<file path="src/assert_macros.svh">
// assertion macros shared by the rtl
`ifndef ASSERT_MACROS_SVH
`define ASSERT_MACROS_SVH
`ifndef SYNTHESIS
`define SSP_ASSERT(label, clk, rst, prop) \
   label: assert property (@(posedge clk) disable iff (rst) prop) \
      else $error("ssp assertion failed");
`define SSP_ASSERT_ALWAYS(label, clk, prop) \
   label: assert property (@(posedge clk) prop) \
      else $error("ssp assertion failed");
`else
`define SSP_ASSERT(label, clk, rst, prop)
`define SSP_ASSERT_ALWAYS(label, clk, prop)
`endif
`endif

</file>
<file path="src/ssp_pkg.sv">
package ssp_pkg;

   localparam logic [1:0] OP_TICK = 2'd0;
   localparam logic [1:0] OP_HOME = 2'd1;
   localparam logic [1:0] OP_GOTO = 2'd2;

   localparam logic [2:0] REG_STEPS_PER_SLOT  = 3'd0;
   localparam logic [2:0] REG_HOME_BACKOFF    = 3'd1;
   localparam logic [2:0] REG_FIRST_LIMIT     = 3'd2;
   localparam logic [2:0] REG_DIR_SETTLE      = 3'd3;
   localparam logic [2:0] REG_HOME_SETTLE     = 3'd4;
   localparam logic [2:0] REG_ARRIVAL_PAUSE   = 3'd5;
   localparam logic [2:0] REG_MAX_SLOT        = 3'd6;
   localparam logic [2:0] REG_STEP_HALF       = 3'd7;

   localparam logic [9:0]  RST_STEPS_PER_SLOT = 10'd150;
   localparam logic [7:0]  RST_HOME_BACKOFF   = 8'd10;
   localparam logic [7:0]  RST_FIRST_LIMIT    = 8'd15;
   localparam logic [11:0] RST_DIR_SETTLE     = 12'd100;
   localparam logic [11:0] RST_HOME_SETTLE    = 12'd100;
   localparam logic [11:0] RST_ARRIVAL_PAUSE  = 12'd1000;
   localparam logic [2:0]  RST_MAX_SLOT       = 3'd6;
   localparam logic [7:0]  RST_STEP_HALF      = 8'd1;

   typedef struct packed {
      logic [9:0]  steps_per_slot;
      logic [7:0]  home_backoff_steps;
      logic [7:0]  first_slot_limit;
      logic [11:0] dir_settle_ticks;
      logic [11:0] home_settle_ticks;
      logic [11:0] arrival_pause_ticks;
      logic [2:0]  max_slot;
      logic [7:0]  step_half_ticks;
   } cfg_type;

   typedef struct packed {
      logic [2:0] slot;
      logic       busy_res;
      logic       dir_pin;
      logic       step_pin;
   } rsp_type;

endpackage

</file>
<file path="src/ssp_cfg_regs.sv">
module ssp_cfg_regs
   import ssp_pkg::*;
(
   input  logic        clock,
   input  logic        reset,
   input  logic        csr_valid,
   input  logic [2:0]  csr_index,
   input  logic [11:0] csr_data,
   output cfg_type     cfg
);

   cfg_type cfg_ff;
   cfg_type cfg_in;

   always_comb begin
      cfg_in = cfg_ff;
      if (csr_valid) begin
         case (csr_index)
            REG_STEPS_PER_SLOT: cfg_in.steps_per_slot      = csr_data[9:0];
            REG_HOME_BACKOFF:   cfg_in.home_backoff_steps  = csr_data[7:0];
            REG_FIRST_LIMIT:    cfg_in.first_slot_limit    = csr_data[7:0];
            REG_DIR_SETTLE:     cfg_in.dir_settle_ticks    = csr_data;
            REG_HOME_SETTLE:    cfg_in.home_settle_ticks   = csr_data;
            REG_ARRIVAL_PAUSE:  cfg_in.arrival_pause_ticks = csr_data;
            REG_MAX_SLOT:       cfg_in.max_slot            = csr_data[2:0];
            REG_STEP_HALF:      cfg_in.step_half_ticks     = csr_data[7:0];
            default:            cfg_in = cfg_ff;
         endcase
      end
   end

   always_ff @(posedge clock) begin
      if (reset) begin
         cfg_ff.steps_per_slot      <= RST_STEPS_PER_SLOT;
         cfg_ff.home_backoff_steps  <= RST_HOME_BACKOFF;
         cfg_ff.first_slot_limit    <= RST_FIRST_LIMIT;
         cfg_ff.dir_settle_ticks    <= RST_DIR_SETTLE;
         cfg_ff.home_settle_ticks   <= RST_HOME_SETTLE;
         cfg_ff.arrival_pause_ticks <= RST_ARRIVAL_PAUSE;
         cfg_ff.max_slot            <= RST_MAX_SLOT;
         cfg_ff.step_half_ticks     <= RST_STEP_HALF;
      end else begin
         cfg_ff <= cfg_in;
      end
   end

   assign cfg = cfg_ff;

endmodule

</file>
<file path="src/ssp_core.sv">
module ssp_core
   import ssp_pkg::*;
#(
   parameter int TICK_TIMER_BITS = 12
) (
   input  logic       clock,
   input  logic       reset,
   input  logic       advance,
   input  logic [1:0] operation,
   input  logic [2:0] target,
   input  logic       near_limit,
   input  logic       far_limit,
   input  cfg_type    cfg,
   output rsp_type    rsp_next
);

   localparam int TB = TICK_TIMER_BITS;
   localparam int SW = (TB > 12) ? TB : 12;
   localparam logic [SW-1:0] TIMER_MAX_W = SW'((64'd1 << TB) - 64'd1);

   typedef enum logic [3:0] {
      PH_IDLE, PH_H_DIR, PH_H_SEEK, PH_H_SETL, PH_H_RDIR, PH_H_BACK,
      PH_G_DIR1, PH_G_FIRST, PH_G_PAUSE, PH_G_DIR2, PH_G_MOVE
   } phase_type;

   function automatic logic [TB-1:0] sat_ticks(input logic [11:0] t);
      logic [SW-1:0] wide;
      wide = SW'(t);
      if (wide > TIMER_MAX_W) begin
         wide = TIMER_MAX_W;
      end
      return wide[TB-1:0];
   endfunction

   phase_type     phase_ff, phase_in;
   logic [2:0]    slot_ff, slot_in;
   logic [2:0]    goal_ff, goal_in;
   logic [12:0]   left_ff, left_in;
   logic [TB-1:0] timer_ff, timer_in;
   logic          dir_ff, dir_in;
   logic          step_ff, step_in;

   logic [TB-1:0] tdec;
   logic          wait_done;
   logic          go_on;
   logic          st_done;
   logic [TB-1:0] st_timer;
   logic          st_step;
   logic [12:0]   st_left;
   logic [TB-1:0] half;

   logic [2:0]    plan_goal;
   logic [2:0]    clamp_goal;
   logic [2:0]    diff;
   logic [12:0]   plan_steps;
   logic          any_limit;

   assign any_limit  = near_limit | far_limit;
   assign half       = sat_ticks({4'd0, cfg.step_half_ticks});
   assign tdec       = (timer_ff != '0) ? timer_ff - TB'(1) : '0;
   assign wait_done  = (tdec == '0);
   assign clamp_goal = (target > cfg.max_slot) ? cfg.max_slot : target;
   assign plan_goal  = (phase_ff == PH_IDLE) ? clamp_goal : goal_ff;
   assign diff       = (plan_goal < slot_ff) ? slot_ff - plan_goal : plan_goal - slot_ff;
   assign plan_steps = {3'd0, cfg.steps_per_slot} * {10'd0, diff};

   always_comb begin
      case (phase_ff)
         PH_H_SEEK:             go_on = ~far_limit;
         PH_H_BACK:             go_on = (left_ff != '0);
         PH_G_FIRST, PH_G_MOVE: go_on = (left_ff != '0) & ~any_limit;
         default:               go_on = 1'b0;
      endcase
   end

   // one tick of a stepping phase
   always_comb begin
      st_done  = 1'b0;
      st_timer = tdec;
      st_step  = step_ff;
      st_left  = left_ff;
      if (tdec == '0) begin
         if (step_ff) begin
            st_step  = 1'b0;
            st_timer = half;
         end else if (!go_on) begin
            st_done = 1'b1;
         end else begin
            st_step  = 1'b1;
            st_timer = half;
            if (left_ff != '0) begin
               st_left = left_ff - 13'd1;
            end
         end
      end
   end

   always_comb begin
      phase_in = phase_ff;
      slot_in  = slot_ff;
      goal_in  = goal_ff;
      left_in  = left_ff;
      timer_in = timer_ff;
      dir_in   = dir_ff;
      step_in  = step_ff;
      if (operation == OP_TICK) begin
         if (phase_ff != PH_IDLE) begin
            case (phase_ff)
               PH_H_DIR: begin
                  timer_in = tdec;
                  if (wait_done) begin
                     phase_in = PH_H_SEEK;
                     left_in  = '0;
                     timer_in = '0;
                     step_in  = 1'b0;
                  end
               end
               PH_H_SEEK: begin
                  timer_in = st_timer;
                  step_in  = st_step;
                  left_in  = st_left;
                  if (st_done) begin
                     phase_in = PH_H_SETL;
                     timer_in = sat_ticks(cfg.home_settle_ticks);
                     step_in  = 1'b0;
                  end
               end
               PH_H_SETL: begin
                  timer_in = tdec;
                  if (wait_done) begin
                     dir_in   = 1'b0;
                     phase_in = PH_H_RDIR;
                     timer_in = sat_ticks(cfg.dir_settle_ticks);
                     step_in  = 1'b0;
                  end
               end
               PH_H_RDIR: begin
                  timer_in = tdec;
                  if (wait_done) begin
                     phase_in = PH_H_BACK;
                     left_in  = {5'd0, cfg.home_backoff_steps};
                     timer_in = '0;
                     step_in  = 1'b0;
                  end
               end
               PH_H_BACK: begin
                  timer_in = st_timer;
                  step_in  = st_step;
                  left_in  = st_left;
                  if (st_done) begin
                     slot_in  = '0;
                     phase_in = PH_IDLE;
                  end
               end
               PH_G_DIR1: begin
                  timer_in = tdec;
                  if (wait_done) begin
                     phase_in = PH_G_FIRST;
                     left_in  = {5'd0, cfg.first_slot_limit};
                     timer_in = '0;
                     step_in  = 1'b0;
                  end
               end
               PH_G_FIRST: begin
                  timer_in = st_timer;
                  step_in  = st_step;
                  left_in  = st_left;
                  if (st_done) begin
                     slot_in  = 3'd1;
                     phase_in = PH_G_PAUSE;
                     timer_in = sat_ticks(cfg.arrival_pause_ticks);
                     step_in  = 1'b0;
                  end
               end
               PH_G_PAUSE: begin
                  timer_in = tdec;
                  if (wait_done) begin
                     if (plan_goal != slot_ff) begin
                        dir_in   = (plan_goal < slot_ff);
                        left_in  = plan_steps;
                        phase_in = PH_G_DIR2;
                        timer_in = sat_ticks(cfg.dir_settle_ticks);
                        step_in  = 1'b0;
                     end else begin
                        phase_in = PH_IDLE;
                     end
                  end
               end
               PH_G_DIR2: begin
                  timer_in = tdec;
                  if (wait_done) begin
                     phase_in = PH_G_MOVE;
                     timer_in = '0;
                     step_in  = 1'b0;
                  end
               end
               PH_G_MOVE: begin
                  timer_in = st_timer;
                  step_in  = st_step;
                  left_in  = st_left;
                  if (st_done) begin
                     slot_in  = goal_ff;
                     phase_in = PH_IDLE;
                  end
               end
               default: begin
                  phase_in = PH_IDLE;
                  step_in  = 1'b0;
               end
            endcase
         end
      end else if (phase_ff == PH_IDLE) begin
         if (operation == OP_HOME) begin
            dir_in   = 1'b1;
            phase_in = PH_H_DIR;
            timer_in = sat_ticks(cfg.dir_settle_ticks);
            step_in  = 1'b0;
         end else if (operation == OP_GOTO) begin
            goal_in = clamp_goal;
            if (slot_ff == '0) begin
               dir_in   = 1'b0;
               phase_in = PH_G_DIR1;
               timer_in = sat_ticks(cfg.dir_settle_ticks);
               step_in  = 1'b0;
            end else if (plan_goal != slot_ff) begin
               dir_in   = (plan_goal < slot_ff);
               left_in  = plan_steps;
               phase_in = PH_G_DIR2;
               timer_in = sat_ticks(cfg.dir_settle_ticks);
               step_in  = 1'b0;
            end
         end
      end
   end

   always_ff @(posedge clock) begin
      if (reset) begin
         phase_ff <= PH_IDLE;
         slot_ff  <= '0;
         goal_ff  <= '0;
         left_ff  <= '0;
         timer_ff <= '0;
         dir_ff   <= 1'b0;
         step_ff  <= 1'b0;
      end else if (advance) begin
         phase_ff <= phase_in;
         slot_ff  <= slot_in;
         goal_ff  <= goal_in;
         left_ff  <= left_in;
         timer_ff <= timer_in;
         dir_ff   <= dir_in;
         step_ff  <= step_in;
      end
   end

   assign rsp_next.step_pin = step_in;
   assign rsp_next.dir_pin  = dir_in;
   assign rsp_next.busy_res = (phase_in != PH_IDLE);
   assign rsp_next.slot     = slot_in;

endmodule

</file>
<file path="src/ssp_rsp_buf.sv">
module ssp_rsp_buf
   import ssp_pkg::*;
(
   input  logic    clock,
   input  logic    reset,
   input  logic    load,
   input  rsp_type rsp_next,
   output logic    can_load,
   output logic    rsp_tvalid,
   input  logic    rsp_tready,
   output rsp_type rsp_data
);

   logic    valid_ff, valid_in;
   rsp_type data_ff;

   assign can_load = ~valid_ff | rsp_tready;
   assign valid_in = load | (valid_ff & ~rsp_tready);

   always_ff @(posedge clock) begin
      if (reset) begin
         valid_ff <= 1'b0;
      end else begin
         valid_ff <= valid_in;
      end
   end

   always_ff @(posedge clock) begin
      if (load) begin
         data_ff <= rsp_next;
      end
   end

   assign rsp_tvalid = valid_ff;
   assign rsp_data   = data_ff;

endmodule

</file>
<file path="src/slot_stepper_positioner.sv">
// channel   direction  handshake               payload
// req       in         req_tvalid/req_tready   tuser operation, tdata target/limits
// rsp       out        rsp_tvalid/rsp_tready   tdata step/dir/busy/slot
// csr       in         csr_valid/csr_ready     csr_index, csr_data
//
// one transaction per cycle in unless rsp stalls, its result in the cycle after
// the phase state machine advances once per accepted transaction
// synchronous reset clears the state and the output valid, and reloads the registers
// a stalled result holds in the output register; req is taken while it drains
// csr writes are always accepted
`include "assert_macros.svh"

module slot_stepper_positioner
   import ssp_pkg::*;
#(
   parameter int TICK_TIMER_BITS = 12
) (
   input  logic        clock,
   input  logic        reset,
   input  logic        req_tvalid,
   output logic        req_tready,
   input  logic [7:0]  req_tdata,   // target[2:0], near_limit[3], far_limit[4]
   input  logic [1:0]  req_tuser,   // operation[1:0]
   output logic        rsp_tvalid,
   input  logic        rsp_tready,
   output logic [7:0]  rsp_tdata,   // step_pin[0], dir_pin[1], busy_res[2], slot[5:3]
   input  logic        csr_valid,
   output logic        csr_ready,
   input  logic [2:0]  csr_index,
   input  logic [11:0] csr_data
);

   cfg_type cfg;
   rsp_type rsp_next;
   rsp_type rsp_data;
   logic    can_load;
   logic    advance;

   assign csr_ready  = 1'b1;
   assign req_tready = can_load;
   assign advance    = req_tvalid & can_load;

   ssp_cfg_regs u_cfg (
      .clock     (clock),
      .reset     (reset),
      .csr_valid (csr_valid),
      .csr_index (csr_index),
      .csr_data  (csr_data),
      .cfg       (cfg)
   );

   ssp_core #(
      .TICK_TIMER_BITS (TICK_TIMER_BITS)
   ) u_core (
      .clock      (clock),
      .reset      (reset),
      .advance    (advance),
      .operation  (req_tuser),
      .target     (req_tdata[2:0]),
      .near_limit (req_tdata[3]),
      .far_limit  (req_tdata[4]),
      .cfg        (cfg),
      .rsp_next   (rsp_next)
   );

   ssp_rsp_buf u_rsp (
      .clock      (clock),
      .reset      (reset),
      .load       (advance),
      .rsp_next   (rsp_next),
      .can_load   (can_load),
      .rsp_tvalid (rsp_tvalid),
      .rsp_tready (rsp_tready),
      .rsp_data   (rsp_data)
   );

   assign rsp_tdata = {2'b00, rsp_data.slot, rsp_data.busy_res,
                       rsp_data.dir_pin, rsp_data.step_pin};

   `SSP_ASSERT(a_accept_gives_rsp, clock, reset, (req_tvalid && req_tready) |=> rsp_tvalid)
   `SSP_ASSERT(a_empty_takes_req, clock, reset, !rsp_tvalid |-> req_tready)
   `SSP_ASSERT(a_step_only_busy, clock, reset, rsp_tvalid |-> !(rsp_tdata[0] && !rsp_tdata[2]))

endmodule

</file>
<file path="config.mk">
export PLATFORM = sky130hd
export DESIGN_NAME = slot_stepper_positioner
export DESIGN_NICKNAME = d
export VERILOG_FILES = /design/src/ssp_pkg.sv /design/src/ssp_cfg_regs.sv /design/src/ssp_core.sv /design/src/ssp_rsp_buf.sv /design/src/slot_stepper_positioner.sv
export VERILOG_INCLUDE_DIRS = /design/src /design/src/src
export SDC_FILE = /design/constraint.sdc
export NUM_CORES = 1
export LEC_CHECK = 0
export BUFFER_PORTS_ARGS = -buffer_cell sky130_fd_sc_hd__buf_2
export CORE_MARGIN = 3
export CORE_UTILIZATION = 45
export CTS_BUF_LIST = sky130_fd_sc_hd__clkbuf_8
export CTS_CLUSTER_DIAMETER = 200
export DETAILED_ROUTE_END_ITERATION = 12
export PLACE_DENSITY_LB_ADDON = 0.3
export SLEW_MARGIN = 40
export SYNTH_ARGS = -nofsm -noshare
export SYNTH_HDL_FRONTEND = slang
export SYNTH_HIERARCHICAL = 1
export SYNTH_SLANG_ARGS = --single-unit
</file>
<file path="constraint.sdc">
create_clock -name clock -period 8 [get_ports clock]
set_input_delay 1.2 -clock clock [delete_from_list [all_inputs] [get_ports clock]]
set_output_delay 1.2 -clock clock [all_outputs]
set_load 0.05 [all_outputs]
</file>
==> summary.md, run 1 <==
| Metric | Value |
|---|---|
| Status | completed |
| Filler instances | roughly 1700 |
| Final setup fails | 0 |
| First-pass GRT wire length | ~36000 um |
| Worst rel slew slack | between 40% and 50% |
| Syn Std Cell Area | just over 0.008 sq mm |
| Layout Skew | between 0.015 and 0.02 ns |
| WS Path Type | input pin to flip-flop |
| Drc violations | 0 |
| Total CTS buffers | 17 |
| Clock sinks | between 100 and 150 |
| IO Port Bufs | 34 |
| Startpoint types | input pin |
| PostCTS Resize Cnt | 0 |
| Netlist cell types | 84 |
| Flip-flop and latch area | roughly 0.0024 sq mm |
| Final min period | 6.60 ns |
| RSZ-0062 raised after global routing | no |
| R2R Path Start | u_cfg/cfg[9]$_SDFFE_PP1P_ |
| Synth async-reset ratio | 0% |
| Dpl hpwl | about 16000 um |
| Multi-input logic area | approximately 0.0053 sq mm |
| 1st-iter DRT viols | about 910 |
| CTS tree | yes |
| Antenna cells | 0 |
| P&R area growth vs syn | 7.78% |
| All-Layer GR Usage | 22.5% |
| Seq/Total Area, Yosys | ~30% |
| Die span in x | between 100 and 150 um |
| Gate Count Post-Synth | approximately 1000 |
| Net count reported at finish | around 1100 |
| CP Capture Type | flip-flop |
| Length in cells of the worst reg-to-reg path | 26 |
| R2R Path End | u_core/left_ff[12]$_SDFFE_PP0P_ |
| Count of pins over their slew limit | 0 |
| CTS Hold Bufs | 0 |
| Initial antenna violation count | 0 |
| Pre-CTS WS | around 1.0 ns |
| Startpoint of the worst hold path | u_cfg/cfg[59]$_SDFFE_PP0P_ |
| Gr ovfl total | 0 |
| P_leak | 3.69 nW |
| Ys Warns | 6 |
| Layout cells sized above 1 | approximately a tenth |
| H-tree depth | 4 |
| Die Area | 0.0197 sq mm |
| Die height | 140 um |
| Post-synth EDFFs | 6 |
| Setup repair bufs after CTS | 0 |
| Core area | around 0.017 sq mm |
| Worst Path Arrival | approximately 7 ns |
| Period Utilization, post-route | between 80 and 90% |
| Worst Setup SP | req_tdata[1] |
| Routed WL | roughly 22000 um |
| Flop-to-flop setup slack | roughly 1.8 ns |
| Pin count of the biggest net entering global routing | between 100 and 150 |
| Wirelength per Cell | around 18 um |
| Clk_lat worst skew | approximately 0.46 ns |
| Max Fclk | 151 MHz |
| Worst-Margin Slew | between 0.8 and 0.9 ns |
| Vias | approximately 7400 |
| # rows | 48 |
| Root buf cell | clkbuf_8 |
| Setup TNS | 0 ns |
| Worst Hold End | u_cfg/cfg[59]$_SDFFE_PP0P_ |
| Via/cell ratio | roughly 6.0 |
| Number of global-route vias before repair | 6859 |
| Worst-path maximum fanout | 10 |
| Final hold vios | 0 |
| Hold slack | roughly 0.48 ns |
| Syn_area_per_cell | ~8.1 sq um |
| Pwr dens | between 200 and 250 mW/mm^2 |
| Max-cap viol count | 0 |
| Max Root-Sink Buffers | 2 |
| Fin util | ~50% |
| Flops & latches, synth | 117 |
| Min-delay worst type | flip-flop to flip-flop |
| CP Data Required Time | ~8.3 ns |
| Routability cong. | approximately 0.89 |
| Worst IR Drop VDD | roughly 0.14 mV |
| PnR worst setup slack | 1.40 ns |
| Synth Flop Type | dfxtp_1 |
| Routed Antenna Nets | 0 |
| Drt pass-1 iters | 5 |
| Clock transition at path regs | roughly 0.08 ns |
| WHS Path Cells | 2 |
| Starting density of the core | 46.5% |
| Ports | just over 40 |
-- synth_stat cells, types with 5 or more instances --
cell	count	share of area, %
a211o_1	5	0.54
a211oi_1	29	2.7
a21o_1	10	0.92
a21oi_1	62	3.8
a221o_1	5	0.62
a221oi_1	5	0.54
a22o_1	8	0.86
a31oi_1	10	0.77
and2_1	9	0.69
and3_1	7	0.54
and4_1	5	0.54
buf_2	16	0.99
buf_4	6	0.55
clkbuf_1	48	2.2
dfxtp_1	111	27
edfxtp_1	6	2.2
fa_1	11	2.7
ha_1	21	3.2
inv_1	40	1.8
mux2i_1	90	11
nand2_1	79	3.7
nand2b_1	80	6.2
nand3_1	20	1.2
nand4_1	5	0.39
nor2_1	108	5.0
nor2b_1	10	0.77
nor3_1	21	1.3
nor4_1	14	1.1
o21ai_0	23	1.4
o21ai_1	6	0.37
o22ai_1	13	1.0
o31ai_1	10	0.92
or2_2	5	0.39
or3_1	7	0.54
xnor2_1	12	1.3
xor2_1	6	0.65
-- critical path, stage by stage --
cell and delay, ns:
buf_2 0.11, ha_1 0.28, a21o_1 0.10, a21oi_1 0.08, a31oi_1 0.27, mux2i_1 0.29, o21a_1 0.19, inv_1 0.08
ha_1 0.31, a21o_1 0.17, a21o_1 0.23, mux2i_1 0.17, xnor2_2 0.50, nand2_1 0.16, fa_1 0.55, inv_1 0.04
ha_1 0.21, fa_1 0.40, a21o_1 0.19, a21oi_1 0.22, nor2b_1 0.08, o21ai_0 0.23, a21oi_1 0.14, a2111oi_0 0.42
or3_1 0.21, a211oi_1 0.07
-- cell usage in the layout (no fill, tap or decap), types with 17 or more instances in the layout --
cell type	count
clkbuf_8	17
a21oi_1	62
inv_1	40
buf_2	33
nand2b_1	80
o21ai_0	23
nand2_1	79
nor3_1	21
ha_1	21
nand3_1	20
dfxtp_1	111
mux2i_1	90
nor2_1	107
a211oi_1	29
-- state kept, by name, indices dropped and copies added (netlist names) --
name	flops
u_core/slot_ff	3
u_core/goal_ff	3
u_core/timer_ff	12
u_cfg/cfg	73
u_core/dir_ff	1
u_core/step_ff	1
u_rsp/rsp_data	6
u_core/phase_ff	4
u_rsp/rsp_tvalid	1
u_core/left_ff	13
-- power breakdown --
| part | leakage (nW) | internal [W] | switching (W) | total, W |
|---|---|---|---|---|
| registers | 0.960 | 0.000611 | 0.0000267 | 0.000637 |
| logic | 2.54 | 0.000264 | 0.000465 | 0.000729 |
| clock network | 0.189 | 0.000253 | 0.000280 | 0.000533 |
-- layer usage --
layer	GRT usage [%]	part of all wire (%)
met1	32.6	47
met5	0	0
met4	5.97	1.4
met3	4.34	6.0
met2	34.4	45
-- how the worst max path moves through the flow --
stage                                 endpoint  slack (ns)  cells past startpoint
6_report       u_core/left_ff[12]$_SDFFE_PP0P_        1.40                     26
3_5_place_dp   u_core/left_ff[12]$_SDFFE_PP0P_        1.01                     26
2_1_floorplan  u_core/left_ff[12]$_SDFFE_PP0P_        1.67                     25
4_1_cts        u_core/left_ff[12]$_SDFFE_PP0P_        1.47                     26
3_3_place_gp   u_core/left_ff[12]$_SDFFE_PP0P_        0.83                     26
5_1_grt        u_core/left_ff[12]$_SDFFE_PP0P_        0.90                     26
-- layout make-up --
class | count | area share (%)
clock inverters | 15 | 1.67
repair buffers | 46 | 3.05
multi-input cells | 774 | 60.2
well taps | 225 | 3.22
flip-flops and latches | 117 | 27.4
clock buffers | 17 | 2.67
inverters | 41 | 1.76
-- logic make-up (layout without fill, tap and decap cells) --
group                    Yosys count  after routing  share of synthesized area (%)
flip-flops                       117            117                           29.6
AND/OR/NAND/NOR                  394            394                           25.0
adder cells (fa/ha/maj)           33             33                           6.07
XOR/XNOR                          18             18                           1.94
buffers and inverters            117            119                           6.12
multiplexers                      91             91                           11.2
AO/OA/AOI/OAI                    235            235                           19.9
other                              2              3                         0.0925
-- through the flow --
step | instances | instance area (sq um) | total power, W
3_5_place_dp | 1203 | 8360 | 0.00136
5_1_grt | 1235 | 8750 | 0.00202
3_3_place_gp | 1203 | 8340 | 0.00135
2_1_floorplan | 1008 | 8120 | 0.00119
6_report | 1235 | 8750 | 0.00190
4_1_cts | 1235 | 8740 | 0.00190
No activity file was read; power rests on OpenSTA's default activity.
==> run 2, diff against run 1 <==
clock period = 6.5 ns   (was 8 ns; I/O delays follow)
==> run 2 against run 1 <==
- setup slack got worse by 0.85 ns
- power rose by 24%
- non-clock buffer count is 5 higher
- register-to-register slack worse by 1.0 ns
- combinational power is 24% higher
- critical path type unchanged
==> summary.md, run 2 (same netlist as run 1, synthesis figures left out) <==
| Metric | Value |
|---|---|
| Routed WL | 22000 um (was 21900 um) |
| Post-DP Area | 0.00840 sq mm (was 0.00836 sq mm) |
| Final hold vios | 0 (unchanged) |
| R2R Path End | u_core/left_ff[12]$_SDFFE_PP0P_ (unchanged) |
| Most crowded layer after global routing | met2 (unchanged) |
| IO Port Bufs | 34 (unchanged) |
| Worst rel slew slack | 49.8% (was 45.2%) |
| Clk_lat worst skew | 0.46 ns (about the same) |
| Commonest non-fill, non-tap cell in the layout | dfxtp_1 (unchanged) |
| Core area | 0.0175 sq mm (unchanged) |
| Total CTS buffers | 17 (unchanged) |
| WS Path Type | input pin to flip-flop (unchanged) |
| Pwr Total | 0.00235 W (was 0.00190 W) |
| Placed Cells | 1208 (was 1203) |
| PostCTS Resize Cnt | 0 (unchanged) |
| Net count reported at finish | 1064 (was 1059) |
| Pin count of the biggest net entering global routing | 62 (was 101) |
| Routability cong. | 0.917 (was 0.887) |
| P_leak | 3.71 nW (was 3.69 nW) |
| GR Layer Usage met1 | 31.6% (was 32.6%) |
| Vias | 7314 (was 7353) |
| WHS Path Cells | 2 (unchanged) |
| Starting density of the core | 46.5% (unchanged) |
| Met3 Use GR | 5.05% (was 4.34%) |
| Initial antenna violation count | 0 (unchanged) |
| Most frequent cells in the layout | dfxtp_1 (111), nor2_1 (107), mux2i_1 (90) (unchanged) |
| 1st-iter DRT viols | 806 (was 911) |
| P_int | 0.00143 W (was 0.00113 W) |
| Worst-Margin Slew | 0.747 ns (was 0.821 ns) |
| Max-cap viol count | 0 (unchanged) |
| Die Area | 0.0197 sq mm (unchanged) |
| CP Capture Type | flip-flop (unchanged) |
| Startpoint of the worst hold path | u_cfg/cfg[53]$_SDFFE_PP0P_ (was u_cfg/cfg[59]$_SDFFE_PP0P_) |
| Worst Path Arrival | 6.26 ns (was 6.92 ns) |
| Clock transition at path regs | 0.07 ns (was 0.08 ns) |
| Filler instances | 1677 (was 1704) |
| Routed Antenna Nets | 0 (unchanged) |
| Status | completed (unchanged) |
| First-pass GRT wire length | 35800 um (was 36400 um) |
| Max reg flops | 73 (unchanged) |
| # rows | 48 (unchanged) |
| Pwr dens | 268 mW/mm^2 (was 217 mW/mm^2) |
| Worst IR Drop VDD | 0.129 mV (was 0.138 mV) |
| Gr ovfl total | 0 (unchanged) |
| Min-delay worst type | flip-flop to flip-flop (unchanged) |
| CTS tree | yes (unchanged) |
| Layout Skew | 0.0192 ns (was 0.0156 ns) |
| Layout cells sized above 1 | 9.97% (was 9.70%) |
| Ports | 41 (unchanged) |
| Max Root-Sink Buffers | 2 (unchanged) |
| Startpoint types | input pin (unchanged) |
| Root buf cell | clkbuf_8 (unchanged) |
| All-Layer GR Usage | 22.3% (was 22.5%) |
| Worst Hold End | u_cfg/cfg[53]$_SDFFE_PP0P_ (was u_cfg/cfg[59]$_SDFFE_PP0P_) |
| Number of global-route vias before repair | 6768 (was 6859) |
| CTS Hold Bufs | 0 (unchanged) |
| Die height | 140 um (unchanged) |
| Switch share | 39.0% (was 40.6%) |
| Period Utilization, post-route | 91.6% |
| H-tree depth | 4 (unchanged) |
| Clk pwr share | 28.0% (was 28.1%) |
| RSZ-0062 raised after global routing | no (unchanged) |
| Setup repair bufs after CTS | 0 (unchanged) |
| R2R Path Start | u_cfg/cfg[9]$_SDFFE_PP1P_ (unchanged) |
| Worst Setup SP | req_tdata[1] (unchanged) |
| Drt pass-1 iters | 6 (was 5) |
| Final setup fails | 0 (unchanged) |
| NetSw | 0.000916 W (was 0.000772 W) |
| Max Fclk | 168 MHz |
| Dpl hpwl | 15800 um (was 15700 um) |
| Count of pins over their slew limit | 0 (unchanged) |
| Non-Filler Instances | 1238 (was 1235) |
| Length in cells of the worst reg-to-reg path | 27 (was 26) |
| Via/cell ratio | 5.91 (was 5.95) |
| Die span in x | 140 um (unchanged) |
| P&R area growth vs syn | 8.09% (was 7.78%) |
| Drc violations | 0 (unchanged) |
| Wirelength per Cell | 17.8 um (about the same) |
| Flop-to-flop setup slack | 0.77 ns (was 1.79 ns) |
| GR Util met2 | 33.9% (was 34.4%) |
| Antenna cells | 0 (unchanged) |
| CP Data Required Time | 6.81 ns (was 8.32 ns) |
| Worst-path maximum fanout | 10 (unchanged) |
| Final min period | 5.96 ns |
| Power share of the combinational group | 38.5% (was 38.4%) |
| Design Area, Final | 0.00878 sq mm (was 0.00875 sq mm) |
| Clock sinks | 117 (unchanged) |
| Setup TNS | 0 ns (unchanged) |
| Fin util | 50.2% (was 50.1%) |
| Reg power frac | 33.4% (was 33.5%) |
run 2: cell types whose count changed in the layout (fill, tap and decap cells not counted), sizes merged:
cell | previous run | this run
buf | 46 | 51
bufinv | 1 | 2
clkbuf | 17 | 18
clkinv | 5 | 7
clkinvlp | 3 | 1
inv | 47 | 43
run 2: power by group through the flow:
stage / Sequential, W / Combinational, W / Clock (W)
6_report: 0.000786 / 0.000905 / 0.000658
5_1_grt: 0.000789 / 0.00100 / 0.000709
4_1_cts: 0.000784 / 0.000889 / 0.000673
3_5_place_dp: 0.000801 / 0.000883 / 0
3_3_place_gp: 0.000800 / 0.000875 / 0
2_1_floorplan: 0.000797 / 0.000672 / 0
run 2: metrics by stage:
step	worst slack, ns	hold slack (ns)
detailed placement	0.0791	0.465
global route	0.100	0.505
global placement	0.160	0.459
CTS	0.536	0.477
finish	0.545	0.477
floorplan	0.396	0.448
run 2: per-layer routing:
metal  part of all wire [%]  wire, um
met5                      0         0
met4                    2.3       512
met3                    6.5      1420
met2                     44      9670
met1                     47     10400
run 2: cell type report:
class,count,area [sq um],share of cell area [%]
inverters,41,154,1.75
repair buffers,51,300,3.42
multi-input cells,774,5260,59.9
flip-flops and latches,117,2400,27.4
well taps,225,282,3.21
clock inverters,12,130,1.48
clock buffers,18,248,2.82
run 2: worst max-delay path, cell delays in order:
cell and delay [ns]:
buf_2 0.10, ha_1 0.28, a21o_1 0.11, a21oi_1 0.08, a31oi_1 0.24, mux2i_1 0.26
o21a_1 0.18, inv_1 0.08, ha_1 0.30, a21o_1 0.17, a21o_1 0.22, mux2i_1 0.18
xnor2_1 0.16, buf_4 0.21, nand2_1 0.09, fa_1 0.53, inv_1 0.04, ha_1 0.22
fa_1 0.40, a21o_1 0.19, a21oi_1 0.18, nor2b_1 0.06, o21ai_0 0.23, a21oi_1 0.15
a2111oi_0 0.40, or3_1 0.16, a211oi_1 0.06
run 2: worst max-delay path by stage:
stage / cells after the start / end
finish: 27 / u_core/left_ff[12]$_SDFFE_PP0P_
global route: 27 / u_core/left_ff[12]$_SDFFE_PP0P_
CTS: 27 / u_core/left_ff[12]$_SDFFE_PP0P_
detailed placement: 27 / u_core/left_ff[12]$_SDFFE_PP0P_
global placement: 27 / u_core/left_ff[12]$_SDFFE_PP0P_
floorplan: 25 / u_core/left_ff[12]$_SDFFE_PP0P_
